$ cat config.mk
export PLATFORM = sky130hd
export DESIGN_NAME = pem_base64_certificate_encoder_flat
export DESIGN_NICKNAME = d
export VERILOG_FILES = /design/src/pemenc_pkg.sv /design/src/pemenc_in_if.sv /design/src/pemenc_out_if.sv /design/src/pemenc_front.sv /design/src/pemenc_queue.sv /design/src/pemenc_back.sv /design/src/pem_base64_certificate_encoder.sv /design/src/flat_wrapper.sv
export SDC_FILE = /design/constraint.sdc
export NUM_CORES = 1
export LEC_CHECK = 0
export ABC_AREA = 0
export ABC_CLOCK_PERIOD_IN_PS = 6250
export BUFFER_PORTS_ARGS = -buffer_cell sky130_fd_sc_hd__buf_2
export CORE_ASPECT_RATIO = 1.4
export CORE_MARGIN = 5
export CORE_UTILIZATION = 60
export CTS_BUF_LIST = sky130_fd_sc_hd__clkbuf_8 sky130_fd_sc_hd__clkbuf_16
export DETAILED_ROUTE_END_ITERATION = 12
export PLACE_DENSITY_LB_ADDON = 0.15
export RECOVER_POWER = 50
export SYNTH_ARGS = -nofsm -noshare
export SYNTH_HDL_FRONTEND = slang
export SYNTH_SLANG_ARGS = --single-unit
$ cat constraint.sdc
create_clock -name clk -period 6.25 [get_ports clk]
set_clock_uncertainty 0.1 [all_clocks]
set_input_delay 0.625 -clock clk [delete_from_list [all_inputs] [get_ports clk]]
set_output_delay 0.625 -clock clk [all_outputs]
set_load 0.005 [all_outputs]
$ cat src/pemenc_pkg.sv
package pemenc_pkg;

	localparam int BEGIN_LEN = 28;
	localparam int END_LEN   = 26;
	localparam int QDEPTH    = 2;

	localparam logic [4:0] BEGIN_LAST = 5'(BEGIN_LEN - 1);
	localparam logic [4:0] END_LAST   = 5'(END_LEN - 1);

	localparam logic [8*BEGIN_LEN-1:0] BEGIN_STR = "-----BEGIN CERTIFICATE-----\n";
	localparam logic [8*END_LEN-1:0]   END_STR   = "-----END CERTIFICATE-----\n";

	localparam logic [6:0] CHAR_NL  = 7'h0A;
	localparam logic [6:0] CHAR_PAD = 7'h3D;

	// one queued word: characters of one input byte, already encoded
	typedef struct packed {
		logic            hdr;
		logic            last;
		logic [2:0]      cnt;
		logic [3:0][6:0] chars;
	} op_t;

	function automatic logic [6:0] b64_char(input logic [5:0] v);
		logic [6:0] r;
		if (v < 6'd26) begin
			r = 7'h41 + {1'b0, v};
		end else if (v < 6'd52) begin
			r = 7'h61 + {1'b0, v} - 7'd26;
		end else if (v < 6'd62) begin
			r = 7'h30 + {1'b0, v} - 7'd52;
		end else if (v == 6'd62) begin
			r = 7'h2B;
		end else begin
			r = 7'h2F;
		end
		return r;
	endfunction

	function automatic logic [6:0] begin_char(input logic [4:0] i);
		logic [6:0] r;
		r = '0;
		if (i <= BEGIN_LAST) begin
			r = BEGIN_STR[8*(BEGIN_LEN-1-int'(i)) +: 7];
		end
		return r;
	endfunction

	function automatic logic [6:0] end_char(input logic [4:0] i);
		logic [6:0] r;
		r = '0;
		if (i <= END_LAST) begin
			r = END_STR[8*(END_LEN-1-int'(i)) +: 7];
		end
		return r;
	endfunction

endpackage

$ cat src/pemenc_in_if.sv
interface pemenc_in_if;
	logic       valid;
	logic       ready;
	logic [7:0] data_byte;
	logic       last_byte;

	modport source(output valid, output data_byte, output last_byte, input ready);
	modport sink(input valid, input data_byte, input last_byte, output ready);
endinterface

$ cat src/pemenc_out_if.sv
interface pemenc_out_if;
	logic       valid;
	logic       ready;
	logic [6:0] text_char;
	logic       last_char;

	modport source(output valid, output text_char, output last_char, input ready);
	modport sink(input valid, input text_char, input last_char, output ready);
endinterface

$ cat src/pemenc_front.sv
module pemenc_front (
	input  logic               clk,
	input  logic               arst_n,
	input  logic               push,
	input  logic [7:0]         data_byte,
	input  logic               last_byte,
	output pemenc_pkg::op_t    op
);
	import pemenc_pkg::*;

	logic [1:0] phase_q;
	logic [3:0] carry_q;
	logic       hs_q;

	logic [1:0] phase_d;
	logic [3:0] carry_d;
	logic [5:0] s0;
	logic [5:0] s1;

	always_comb begin
		op      = '0;
		op.hdr  = ~hs_q;
		op.last = last_byte;
		s1      = '0;
		case (phase_q)
			2'd1: begin
				s0      = {carry_q[1:0], data_byte[7:4]};
				carry_d = data_byte[3:0];
				phase_d = 2'd2;
				if (last_byte) begin
					s1 = {carry_d, 2'b00};
					op.cnt = 3'd3;
					op.chars[2] = CHAR_PAD;
				end else begin
					op.cnt = 3'd1;
				end
			end
			2'd2: begin
				s0      = {carry_q, data_byte[7:6]};
				s1      = data_byte[5:0];
				carry_d = '0;
				phase_d = 2'd0;
				op.cnt  = 3'd2;
			end
			default: begin
				s0      = data_byte[7:2];
				carry_d = {2'b00, data_byte[1:0]};
				phase_d = 2'd1;
				if (last_byte) begin
					s1 = {carry_d[1:0], 4'b0000};
					op.cnt = 3'd4;
					op.chars[2] = CHAR_PAD;
					op.chars[3] = CHAR_PAD;
				end else begin
					op.cnt = 3'd1;
				end
			end
		endcase
		op.chars[0] = b64_char(s0);
		op.chars[1] = b64_char(s1);
	end

	always_ff @(posedge clk or negedge arst_n) begin
		if (!arst_n) begin
			phase_q <= '0;
			carry_q <= '0;
			hs_q    <= 1'b0;
		end else if (push) begin
			if (last_byte) begin
				phase_q <= '0;
				carry_q <= '0;
				hs_q    <= 1'b0;
			end else begin
				phase_q <= phase_d;
				carry_q <= carry_d;
				hs_q    <= 1'b1;
			end
		end
	end

endmodule

$ cat src/pemenc_queue.sv
module pemenc_queue (
	input  logic               clk,
	input  logic               arst_n,
	input  logic               push,
	input  pemenc_pkg::op_t    wr_op,
	input  logic               pop,
	output pemenc_pkg::op_t    head,
	output logic               full,
	output logic               empty
);
	import pemenc_pkg::*;

	localparam int PW = (QDEPTH > 1) ? $clog2(QDEPTH) : 1;

	op_t           mem_q [QDEPTH];
	logic [PW-1:0] wp_q;
	logic [PW-1:0] rp_q;
	logic [PW:0]   cnt_q;

	assign full  = (cnt_q == (PW+1)'(QDEPTH));
	assign empty = (cnt_q == '0);
	assign head  = mem_q[rp_q];

	always_ff @(posedge clk) begin
		if (push) begin
			mem_q[wp_q] <= wr_op;
		end
	end

	always_ff @(posedge clk or negedge arst_n) begin
		if (!arst_n) begin
			wp_q  <= '0;
			rp_q  <= '0;
			cnt_q <= '0;
		end else begin
			if (push) begin
				wp_q <= (wp_q == PW'(QDEPTH - 1)) ? '0 : wp_q + 1'b1;
			end
			if (pop) begin
				rp_q <= (rp_q == PW'(QDEPTH - 1)) ? '0 : rp_q + 1'b1;
			end
			if (push && !pop) begin
				cnt_q <= cnt_q + 1'b1;
			end else if (pop && !push) begin
				cnt_q <= cnt_q - 1'b1;
			end
		end
	end

endmodule

$ cat src/pemenc_back.sv
module pemenc_back #(
	parameter int LINE_CHARS = 64
) (
	input  logic               clk,
	input  logic               arst_n,
	input  pemenc_pkg::op_t    head,
	input  logic               empty,
	output logic               pop,
	pemenc_out_if.source       text
);
	import pemenc_pkg::*;

	localparam int CW = $clog2(LINE_CHARS + 1);

	typedef enum logic [1:0] {ST_DATA, ST_NL, ST_TNL, ST_FTR} state_t;

	state_t        st_q, st_d;
	logic [4:0]    cnt_q, cnt_d;
	logic [CW-1:0] col_q, col_d, col_n;
	logic          hdr_q, hdr_d;
	logic          fin_q, fin_d;
	logic          ov_q;
	logic [6:0]    char_q;
	logic          lastc_q;

	logic          slot;
	logic          go;
	logic [6:0]    ch;
	logic          lc;
	logic          fin;

	assign slot = ~ov_q | text.ready;
	assign col_n = col_q + 1'b1;
	assign fin = (cnt_q[2:0] == head.cnt - 3'd1);

	always_comb begin
		st_d  = st_q;
		cnt_d = cnt_q;
		col_d = col_q;
		hdr_d = hdr_q;
		fin_d = fin_q;
		pop   = 1'b0;
		go    = 1'b0;
		ch    = CHAR_NL;
		lc    = 1'b0;
		if (slot) begin
			unique case (st_q)
				ST_DATA: begin
					if (!empty) begin
						go = 1'b1;
						if (head.hdr && !hdr_q) begin
							ch = begin_char(cnt_q);
							if (cnt_q == BEGIN_LAST) begin
								hdr_d = 1'b1;
								cnt_d = '0;
							end else begin
								cnt_d = cnt_q + 1'b1;
							end
						end else begin
							ch = head.chars[cnt_q[1:0]];
							if (col_n >= CW'(LINE_CHARS)) begin
								col_d = '0;
								st_d  = ST_NL;
								fin_d = fin;
								cnt_d = cnt_q + 1'b1;
							end else begin
								col_d = col_n;
								if (fin) begin
									cnt_d = '0;
									if (head.last) begin
										// line is open: newline before footer
										st_d = ST_TNL;
									end else begin
										pop   = 1'b1;
										hdr_d = 1'b0;
									end
								end else begin
									cnt_d = cnt_q + 1'b1;
								end
							end
						end
					end
				end
				ST_NL: begin
					go = 1'b1;
					if (fin_q) begin
						cnt_d = '0;
						if (head.last) begin
							st_d = ST_FTR;
						end else begin
							pop   = 1'b1;
							hdr_d = 1'b0;
							st_d  = ST_DATA;
						end
					end else begin
						st_d = ST_DATA;
					end
				end
				ST_TNL: begin
					go    = 1'b1;
					st_d  = ST_FTR;
					cnt_d = '0;
				end
				ST_FTR: begin
					go = 1'b1;
					ch = end_char(cnt_q);
					if (cnt_q == END_LAST) begin
						lc    = 1'b1;
						pop   = 1'b1;
						st_d  = ST_DATA;
						cnt_d = '0;
						hdr_d = 1'b0;
						col_d = '0;
					end else begin
						cnt_d = cnt_q + 1'b1;
					end
				end
				default: begin
					st_d = ST_DATA;
				end
			endcase
		end
	end

	always_ff @(posedge clk or negedge arst_n) begin
		if (!arst_n) begin
			st_q    <= ST_DATA;
			cnt_q   <= '0;
			col_q   <= '0;
			hdr_q   <= 1'b0;
			fin_q   <= 1'b0;
			ov_q    <= 1'b0;
			char_q  <= '0;
			lastc_q <= 1'b0;
		end else begin
			st_q  <= st_d;
			cnt_q <= cnt_d;
			col_q <= col_d;
			hdr_q <= hdr_d;
			fin_q <= fin_d;
			if (slot) begin
				ov_q <= go;
			end
			if (go) begin
				char_q  <= ch;
				lastc_q <= lc;
			end
		end
	end

	assign text.valid     = ov_q;
	assign text.text_char = char_q;
	assign text.last_char = lastc_q;

endmodule

$ cat src/pem_base64_certificate_encoder.sv
// With the queue empty, an accepted word is first written into the queue, then its first
// character is loaded into the output register, from which it can leave.
// Throughput: one character per cycle from the output register while the sink is ready; a
// byte gives about 1.33 characters in steady state, plus one newline per line wrap and the
// 28/26-character BEGIN/END lines, all through the single character output port.
// Reset: arst_n clears the encoder state, the queue and the output register.
module pem_base64_certificate_encoder #(
	parameter int LINE_CHARS = 64
) (
	input  logic          clk,
	input  logic          arst_n,
	pemenc_in_if.sink     data,
	pemenc_out_if.source  text
);
	import pemenc_pkg::*;

	op_t  wr_op;
	op_t  head;
	logic push;
	logic pop;
	logic full;
	logic empty;

	assign data.ready = ~full;
	assign push       = data.valid & ~full;

	pemenc_front u_front (
		.clk       (clk),
		.arst_n    (arst_n),
		.push      (push),
		.data_byte (data.data_byte),
		.last_byte (data.last_byte),
		.op        (wr_op)
	);

	pemenc_queue u_queue (
		.clk    (clk),
		.arst_n (arst_n),
		.push   (push),
		.wr_op  (wr_op),
		.pop    (pop),
		.head   (head),
		.full   (full),
		.empty  (empty)
	);

	pemenc_back #(
		.LINE_CHARS (LINE_CHARS)
	) u_back (
		.clk    (clk),
		.arst_n (arst_n),
		.head   (head),
		.empty  (empty),
		.pop    (pop),
		.text   (text)
	);

endmodule

$ cat src/flat_wrapper.sv
// flat-port wrapper written by rule: the top's interface ports become plain ports
module pem_base64_certificate_encoder_flat import pemenc_pkg::*;
#(
	parameter int LINE_CHARS = 64
)
  (clk, arst_n, data_valid, data_data_byte, data_last_byte, data_ready, text_valid, text_text_char, text_last_char, text_ready);
  pemenc_in_if data_i ();
  pemenc_out_if text_i ();
  input  logic clk;
  input  logic arst_n;
  input wire logic [$bits(data_i.valid)-1:0] data_valid;
  input wire logic [$bits(data_i.data_byte)-1:0] data_data_byte;
  input wire logic [$bits(data_i.last_byte)-1:0] data_last_byte;
  output wire logic [$bits(data_i.ready)-1:0] data_ready;
  output wire logic [$bits(text_i.valid)-1:0] text_valid;
  output wire logic [$bits(text_i.text_char)-1:0] text_text_char;
  output wire logic [$bits(text_i.last_char)-1:0] text_last_char;
  input wire logic [$bits(text_i.ready)-1:0] text_ready;
  assign data_i.valid = data_valid;
  assign data_i.data_byte = data_data_byte;
  assign data_i.last_byte = data_last_byte;
  assign data_ready = data_i.ready;
  assign text_valid = text_i.valid;
  assign text_text_char = text_i.text_char;
  assign text_last_char = text_i.last_char;
  assign text_i.ready = text_ready;
  pem_base64_certificate_encoder #(.LINE_CHARS(LINE_CHARS)) u_core (.clk(clk), .arst_n(arst_n), .data(data_i), .text(text_i));
endmodule
======== Yosys cells after proc, flatten, opt, wreduce, memory -nomap -nowiden ========
Memories as Yosys holds them, arrays and structs flattened.
Index checks and enable logic that the tools add are counted.
storage, ports and cells
  logic and storage cells ................. 174
  RAM bits ................................ 64
  output and inout port bits .............. 10
  memories ................................ 1
  flip-flop bits (word level) ............. 36
memories
  name                  depth  bits a word  rd ports  clocked after Yosys merged registers in  write ports  line                RTL
  u_core.u_queue.mem_q  2      32           1         0                                        1            pemenc_queue.sv:15  op_t mem_q [QDEPTH];
operators by class
  magnitude comparators ................... 10
  shifts and indexed selects .............. 2
  equal/unequal tests ..................... 20
  add/subtract/negate cells ............... 19
  mux-type cells .......................... 83
  reductions and logical operators ........ 18
  bitwise logic cells ..................... 7
operators with widths
  kind                        count
  $shiftx A224 B9 Y7 const A  1
  $shiftx A208 B9 Y7 const A  1
  $mux W7                     16
  $pmux W7 S2                 3
  $mux W5                     7
  $add A7 B6 Y7 const A       4
  $mux W1                     25
  $lt A6 B6 Y1 const B        4
  $mux W2                     12
  $mux W6                     4
  $pmux W6 S2                 2
  $pmux W5 S4                 1
  $add A6 B6 Y7 const A       2
  $bmux W7 S2                 1
  $sub A7 B5 Y7 const B       2
  $sub A7 B6 Y7 const B       2
  $mux W13                    1
  $eq A6 B6 Y1 const B        2
  $lt A6 B5 Y1 const B        2
  $ne A3 B3 Y1 const B        4
  $sub A5 B5 Y6 const A       2
  $eq A5 B5 Y1 const B        2
  $le A5 B5 Y1 const B        2
  $reduce_and A5 Y1           2
  34 further kinds            55

======== Logic depth before layout (Yosys ltp) ========
An unclocked memory read counts as a cell.
  word-level depth ........................ 12
  mapped depth ............................ 14
  gate-level depth less buffers ........... 11

======== Modules after synthesis ========
From an unflattened synthesis, not the netlist that was laid out.
second synthesis, totals
  cell total of the unflattened synthesis .. 680
  area, all modules ....................... 7030.5 µm²
by module, submodules not included
  module                          seq. area each (µm²)  times used  cells an instance  area an instance (µm²)
  pemenc_back                     625.6                 1           370                2795.2
  pemenc_queue                    2082.0                1           119                2720.1
  pemenc_front                    175.2                 1           189                1505.2
  pem_base64_certificate_encoder  0.0                   1           2                  10.0

======== Worst setup path after synthesis ========
No wires, ideal clock.
  path type ............................... register -> register
  from .................................... register u_core.u_front.phase_q[0]
  to ...................................... memory u_core.u_queue.mem_q[0][2] (netlist name), data pin
  arrival time ............................ 2.762 ns
  cell stages (with the launch flop) ...... 14
  path slack .............................. 3.093 ns
  buffers on the path ..................... 2
  data required time ...................... 5.854 ns
  period minus slack after synthesis ...... 3.157 ns
  path through ............................ dfrtp_1 inv_1 ha_1 buf_2 clkbuf_1 a221o_1 o21ai_1 inv_1 ha_1 a31oi_1 o21ai_1 and2_1 o21ai_0 o311ai_0
RTL lines
  element                 line                RTL
  from (decl)             pemenc_front.sv:11  logic [1:0] phase_q;
  from (signal assigned)  pemenc_front.sv:74  phase_q <= phase_d;
  to (decl)               pemenc_queue.sv:15

======== Worst setup path after layout ========
  from .................................... register u_core.u_back.cnt_q[1]
  to ...................................... register u_core.u_queue.cnt_q[1]
on the way
  longest elaborated chain between the ends .. 10
  elaborated cells on any way between the ends .. 14
RTL lines
  element                                        line                RTL
  from (decl)                                    pemenc_back.sv:18   logic [4:0] cnt_q, cnt_d;
  from (signal assigned)                         pemenc_back.sv:137  cnt_q <= cnt_d;
  $eq A3 B3 Y1                                   pemenc_back.sv:34   assign fin = (cnt_q[2:0] == head.cnt - 3'd1);
  $mux W1                                        pemenc_back.sv:68   if (fin) begin
  $mux W1                                        pemenc_back.sv:61   if (col_n >= CW'(LINE_CHARS)) begin
  $mux W1                                        pemenc_back.sv:51   if (head.hdr && !hdr_q) begin
  $mux W1                                        pemenc_back.sv:49   if (!empty) begin
  $pmux W1 S3 *                                  pemenc_back.sv:47   unique case (st_q)
  $mux W1 *                                      pemenc_back.sv:46   if (slot) begin
  $logic_not A1 Y1                               pemenc_queue.sv:42  if (push && !pop) begin
  $logic_and A1 B1 Y1                            pemenc_queue.sv:42
  $mux W2 or $reduce_bool A2 Y1 (tied branches)  n/a
  to (signal assigned)                           pemenc_queue.sv:43  cnt_q <= cnt_q + 1'b1;
  to (signal assigned)                           pemenc_queue.sv:45  cnt_q <= cnt_q - 1'b1;
  to (decl)                                      pemenc_queue.sv:18  logic [PW:0] cnt_q;
Mark *: on every way between the ends. The rest lies on a longest branch, timed or not.
A chain may end at the register's enable or synchronous reset.

==> results.sh <==
export IMPL_critical_path_startpoint_type="flop"
export IMPL_final_cycle_utilization_of_the_critical_path=0.612
export IMPL_syn_nets=646
export IMPL_failed_checks="max-capacitance violations, max-slew violations"
export IMPL_number_of_global_route_vias_before_repair=4599
export IMPL_core_area_um2=8980
export IMPL_placedCellCount=697
export IMPL_cts_root_buffer="clkbuf_16"
export IMPL_critical_path_required_ns=6.42
export IMPL_drt_iter0_drc=399
export IMPL_leakagePower_nw=2.27
export IMPL_status="complete, but fails checks"
export IMPL_hold_violations=0
export IMPL_mostFrequentLayoutCell="nand2_1"
export IMPL_dieWidth_um=90.8
export IMPL_worst_slew_margin_rel=-0.362
export IMPL_synthCells=604
export IMPL_commonest_cells_after_routing_fill_and_taps_aside="nand2_1 (59), o21ai_0 (51), a21oi_1 (40), edfxtp_1 (40), dfrtp_1 (36)"
export IMPL_avg_vias_per_cell=6.62
export IMPL_antenna_found_initial=0
export IMPL_power_density_nw_per_um2=559
export IMPL_dpl_instance_area_um2=5580
export IMPL_pre_cts_ws_ns=2.53
export IMPL_cp_end_kind="flop"
export IMPL_cts_max_level=3
export IMPL_hold_path_startpoint="u_core.u_back.col_q[5]$_DFFE_PN0P_"
export IMPL_mappedNetlistArea_um2=5480
export IMPL_worst_r2r_cell_count=10
export IMPL_numCtsBuffers=9
export IMPL_initial_core_util=0.610
export IMPL_worst_hold_path_type="flop to flop"
export IMPL_postCtsHoldBufs=0
export IMPL_transition_at_the_pin_with_the_smallest_max_transition_slack_ns=2.04
export IMPL_num_nets_final=643
export IMPL_drt_total_wl_um=13000
export IMPL_clock_path_buffers=2
export IMPL_worst_slack_ns=2.42
export IMPL_numPortBuffers=22
export IMPL_ir_worst_vdd_v=0.000330
export IMPL_post_route_cells_drive_above_1_share=0.0809
export IMPL_grt_setup_unrepaired="false"
export IMPL_sum_of_overflow_across_all_layers_after_global_routing=0
export IMPL_synth_edf_count=40
export IMPL_routed_via_count=4721
export IMPL_cp_top_family="adder cells"
export IMPL_grt_first_pass_wirelength_um=21700
export IMPL_insertion_delay_ns=0.34
export IMPL_totalNegativeSetupSlack_ns=0
export IMPL_yosys_warnings=0
export IMPL_synth_seq_cells=76
export IMPL_wp_data_arrival_ns=4.00
export IMPL_setup_worst_path_class="flop to flop"
export IMPL_whs_ns=0.391
export IMPL_antenna_diode_count=0
export IMPL_cts_reportedPaths_clkPinSlew_ns=0.07
export IMPL_setup_slack_of_the_most_critical_reg_to_reg_path_ns=2.42
export IMPL_ctsResizeCount=0
export IMPL_worst_r2r_endpoint="u_core.u_queue.cnt_q[1]$_DFFE_PN0P_"
export IMPL_die_area_um2=11200
export IMPL_post_cts_setup_buffer_count=0
export IMPL_tritoncts_num_sinks=76
export IMPL_wl_per_cell_um=18.2
export IMPL_die_height_um=123
export IMPL_pin_count=23
export IMPL_detail_route_antenna_nets=0
export IMPL_postSynth_asyncResetShare=0.474
export IMPL_syn2layout_area_growth_pct=6.48
export IMPL_crit_path_max_incr_delay_ns=0.75
export IMPL_grt_start_max_net_pins=38
export IMPL_first_pass_iters=7
export IMPL_slew_violations=37
export IMPL_cp_cell_sequence="inv_1 -> ha_1 -> nand4_1 -> or2_2 -> o31ai_1 -> o21ai_0 -> ha_1 -> xor2_1 -> nor2_1 -> xor2_1"
export IMPL_final_instance_area_um2=5840
export IMPL_gp_congestion=0.905
export IMPL_detail_route_drc_violations=0
export IMPL_final_core_utilization=0.650
export IMPL_synth_ff_type="edfxtp_1"
export IMPL_count_of_unique_library_cells_instantiated_by_yosys=70
export IMPL_cap_violations=1
export IMPL_detailed_placement_wirelength_estimate_um=9420
export IMPL_syn_mean_instance_area_um2=9.07
export IMPL_fmaxAchievable_mhz=261
export IMPL_regToRegStartpoint="u_core.u_back.cnt_q[1]$_DFFE_PN0P_"
export IMPL_total_power_mw=3.26
export IMPL_global_route_usage_total=0.240
export IMPL_placement_rows=41
export IMPL_hold_path_cell_count=1
export IMPL_setup_violations=0
export IMPL_synth_seq_area_share=0.384
export IMPL_path_max_fanout=32
export IMPL_cp_num_buf_inv=1
export IMPL_timing_final_crit_period_ns=3.83
export IMPL_cts_tree="done"
export IMPL_final_cells=713
export IMPL_min_to="u_core.u_back.col_q[5]$_DFFE_PN0P_"
export IMPL_worst_path_max_delay_cell="dfrtp_1"
power by group:
group / total [mW] / switching [mW] / internal [mW]
Clock: 0.480 / 0.209 / 0.270
Sequential: 0.928 / 0.163 / 0.766
Combinational: 1.86 / 1.17 / 0.690
worst max path at each step:
stage / to / cells past startpoint / from
2_1_floorplan: u_core.u_queue.mem_q[0][2]$_DFFE_PP_ / 13 / u_core.u_front.phase_q[0]$_DFFE_PN0P_
3_3_place_gp: u_core.u_queue.cnt_q[1]$_DFFE_PN0P_ / 10 / u_core.u_back.cnt_q[1]$_DFFE_PN0P_
3_5_place_dp: u_core.u_back.col_q[4]$_DFFE_PN0P_ / 7 / u_core.u_back.cnt_q[1]$_DFFE_PN0P_
4_1_cts: u_core.u_back.col_q[4]$_DFFE_PN0P_ / 7 / u_core.u_back.cnt_q[1]$_DFFE_PN0P_
5_1_grt: u_core.u_queue.mem_q[0][2]$_DFFE_PP_ / 11 / u_core.u_front.phase_q[0]$_DFFE_PN0P_
6_report: u_core.u_queue.cnt_q[1]$_DFFE_PN0P_ / 10 / u_core.u_back.cnt_q[1]$_DFFE_PN0P_
area by class of cell:
cell class / count / area, µm²
clock buffers: 9 / 225
clock inverters: 7 / 48.8
fillers: 731 / 3140
inverters: 27 / 101
multi-input cells: 462 / 3110
flip-flops and latches: 76 / 2100
well taps: 107 / 134
repair buffers: 25 / 118
synthesized netlist by cell type, types with 6 or more instances:
| library cell | instances | share of area |
|---|---|---|
| a211oi_1 | 6 | 0.0082 |
| o211ai_1 | 6 | 0.0082 |
| a221oi_1 | 6 | 0.0096 |
| edfxtp_1 | 40 | 0.22 |
| nand4_1 | 9 | 0.010 |
| buf_2 | 10 | 0.0091 |
| nand2_1 | 59 | 0.040 |
| o22ai_1 | 7 | 0.0080 |
| mux2i_1 | 8 | 0.015 |
| a21o_1 | 6 | 0.0082 |
| inv_1 | 27 | 0.018 |
| nand3_1 | 26 | 0.024 |
| nand2b_1 | 16 | 0.018 |
| a21oi_1 | 40 | 0.037 |
| ha_1 | 29 | 0.066 |
| mux4_2 | 7 | 0.029 |
| clkbuf_1 | 25 | 0.017 |
| o21ai_0 | 51 | 0.047 |
| nor3_1 | 11 | 0.010 |
| nand3b_1 | 6 | 0.0082 |
| nor2_1 | 33 | 0.023 |
| or3_1 | 7 | 0.0080 |
| a31oi_1 | 9 | 0.010 |
| and3_1 | 6 | 0.0069 |
| nor2b_1 | 10 | 0.011 |
| dfrtp_1 | 36 | 0.16 |
| a221o_1 | 6 | 0.011 |
| xnor2_1 | 9 | 0.014 |
| and2_1 | 6 | 0.0069 |
| o31ai_1 | 8 | 0.011 |
state kept, by name, summed over array words and instances (netlist names):
register	flops
u_core.u_queue.mem_q	40
u_core.u_back.col_q	7
u_core.u_back.text.text_char	7
u_core.u_back.cnt_q	5
u_core.u_front.carry_q	4
u_core.u_back.st_q	2
u_core.u_front.phase_q	2
u_core.u_queue.cnt_q	2
u_core.u_back.fin_q	1
u_core.u_back.hdr_q	1
u_core.u_back.text.last_char	1
u_core.u_back.text.valid	1
u_core.u_front.hs_q	1
u_core.u_queue.rp_q	1
u_core.u_queue.wp_q	1
cell families (layout without fill, tap and decap cells):
family	count (synthesis)	in the layout	synth area share
AND/OR/NAND/NOR	205	205	0.189
AO/OA/AOI/OAI	197	197	0.239
flip-flops	76	76	0.384
buffers and inverters	66	68	0.0495
adder cells (fa/ha/maj)	29	29	0.0662
multiplexers	19	19	0.0537
XOR/XNOR	12	12	0.0192
metal layers:
layer	global-route usage	up-vias	share of wire
li1	-	2273	-
met1	0.265	2233	0.39
met2	0.438	173	0.53
met3	0.0450	42	0.046
met4	0.122	0	0.041
met5	0	-	0
(Power assumes the default switching activity.)
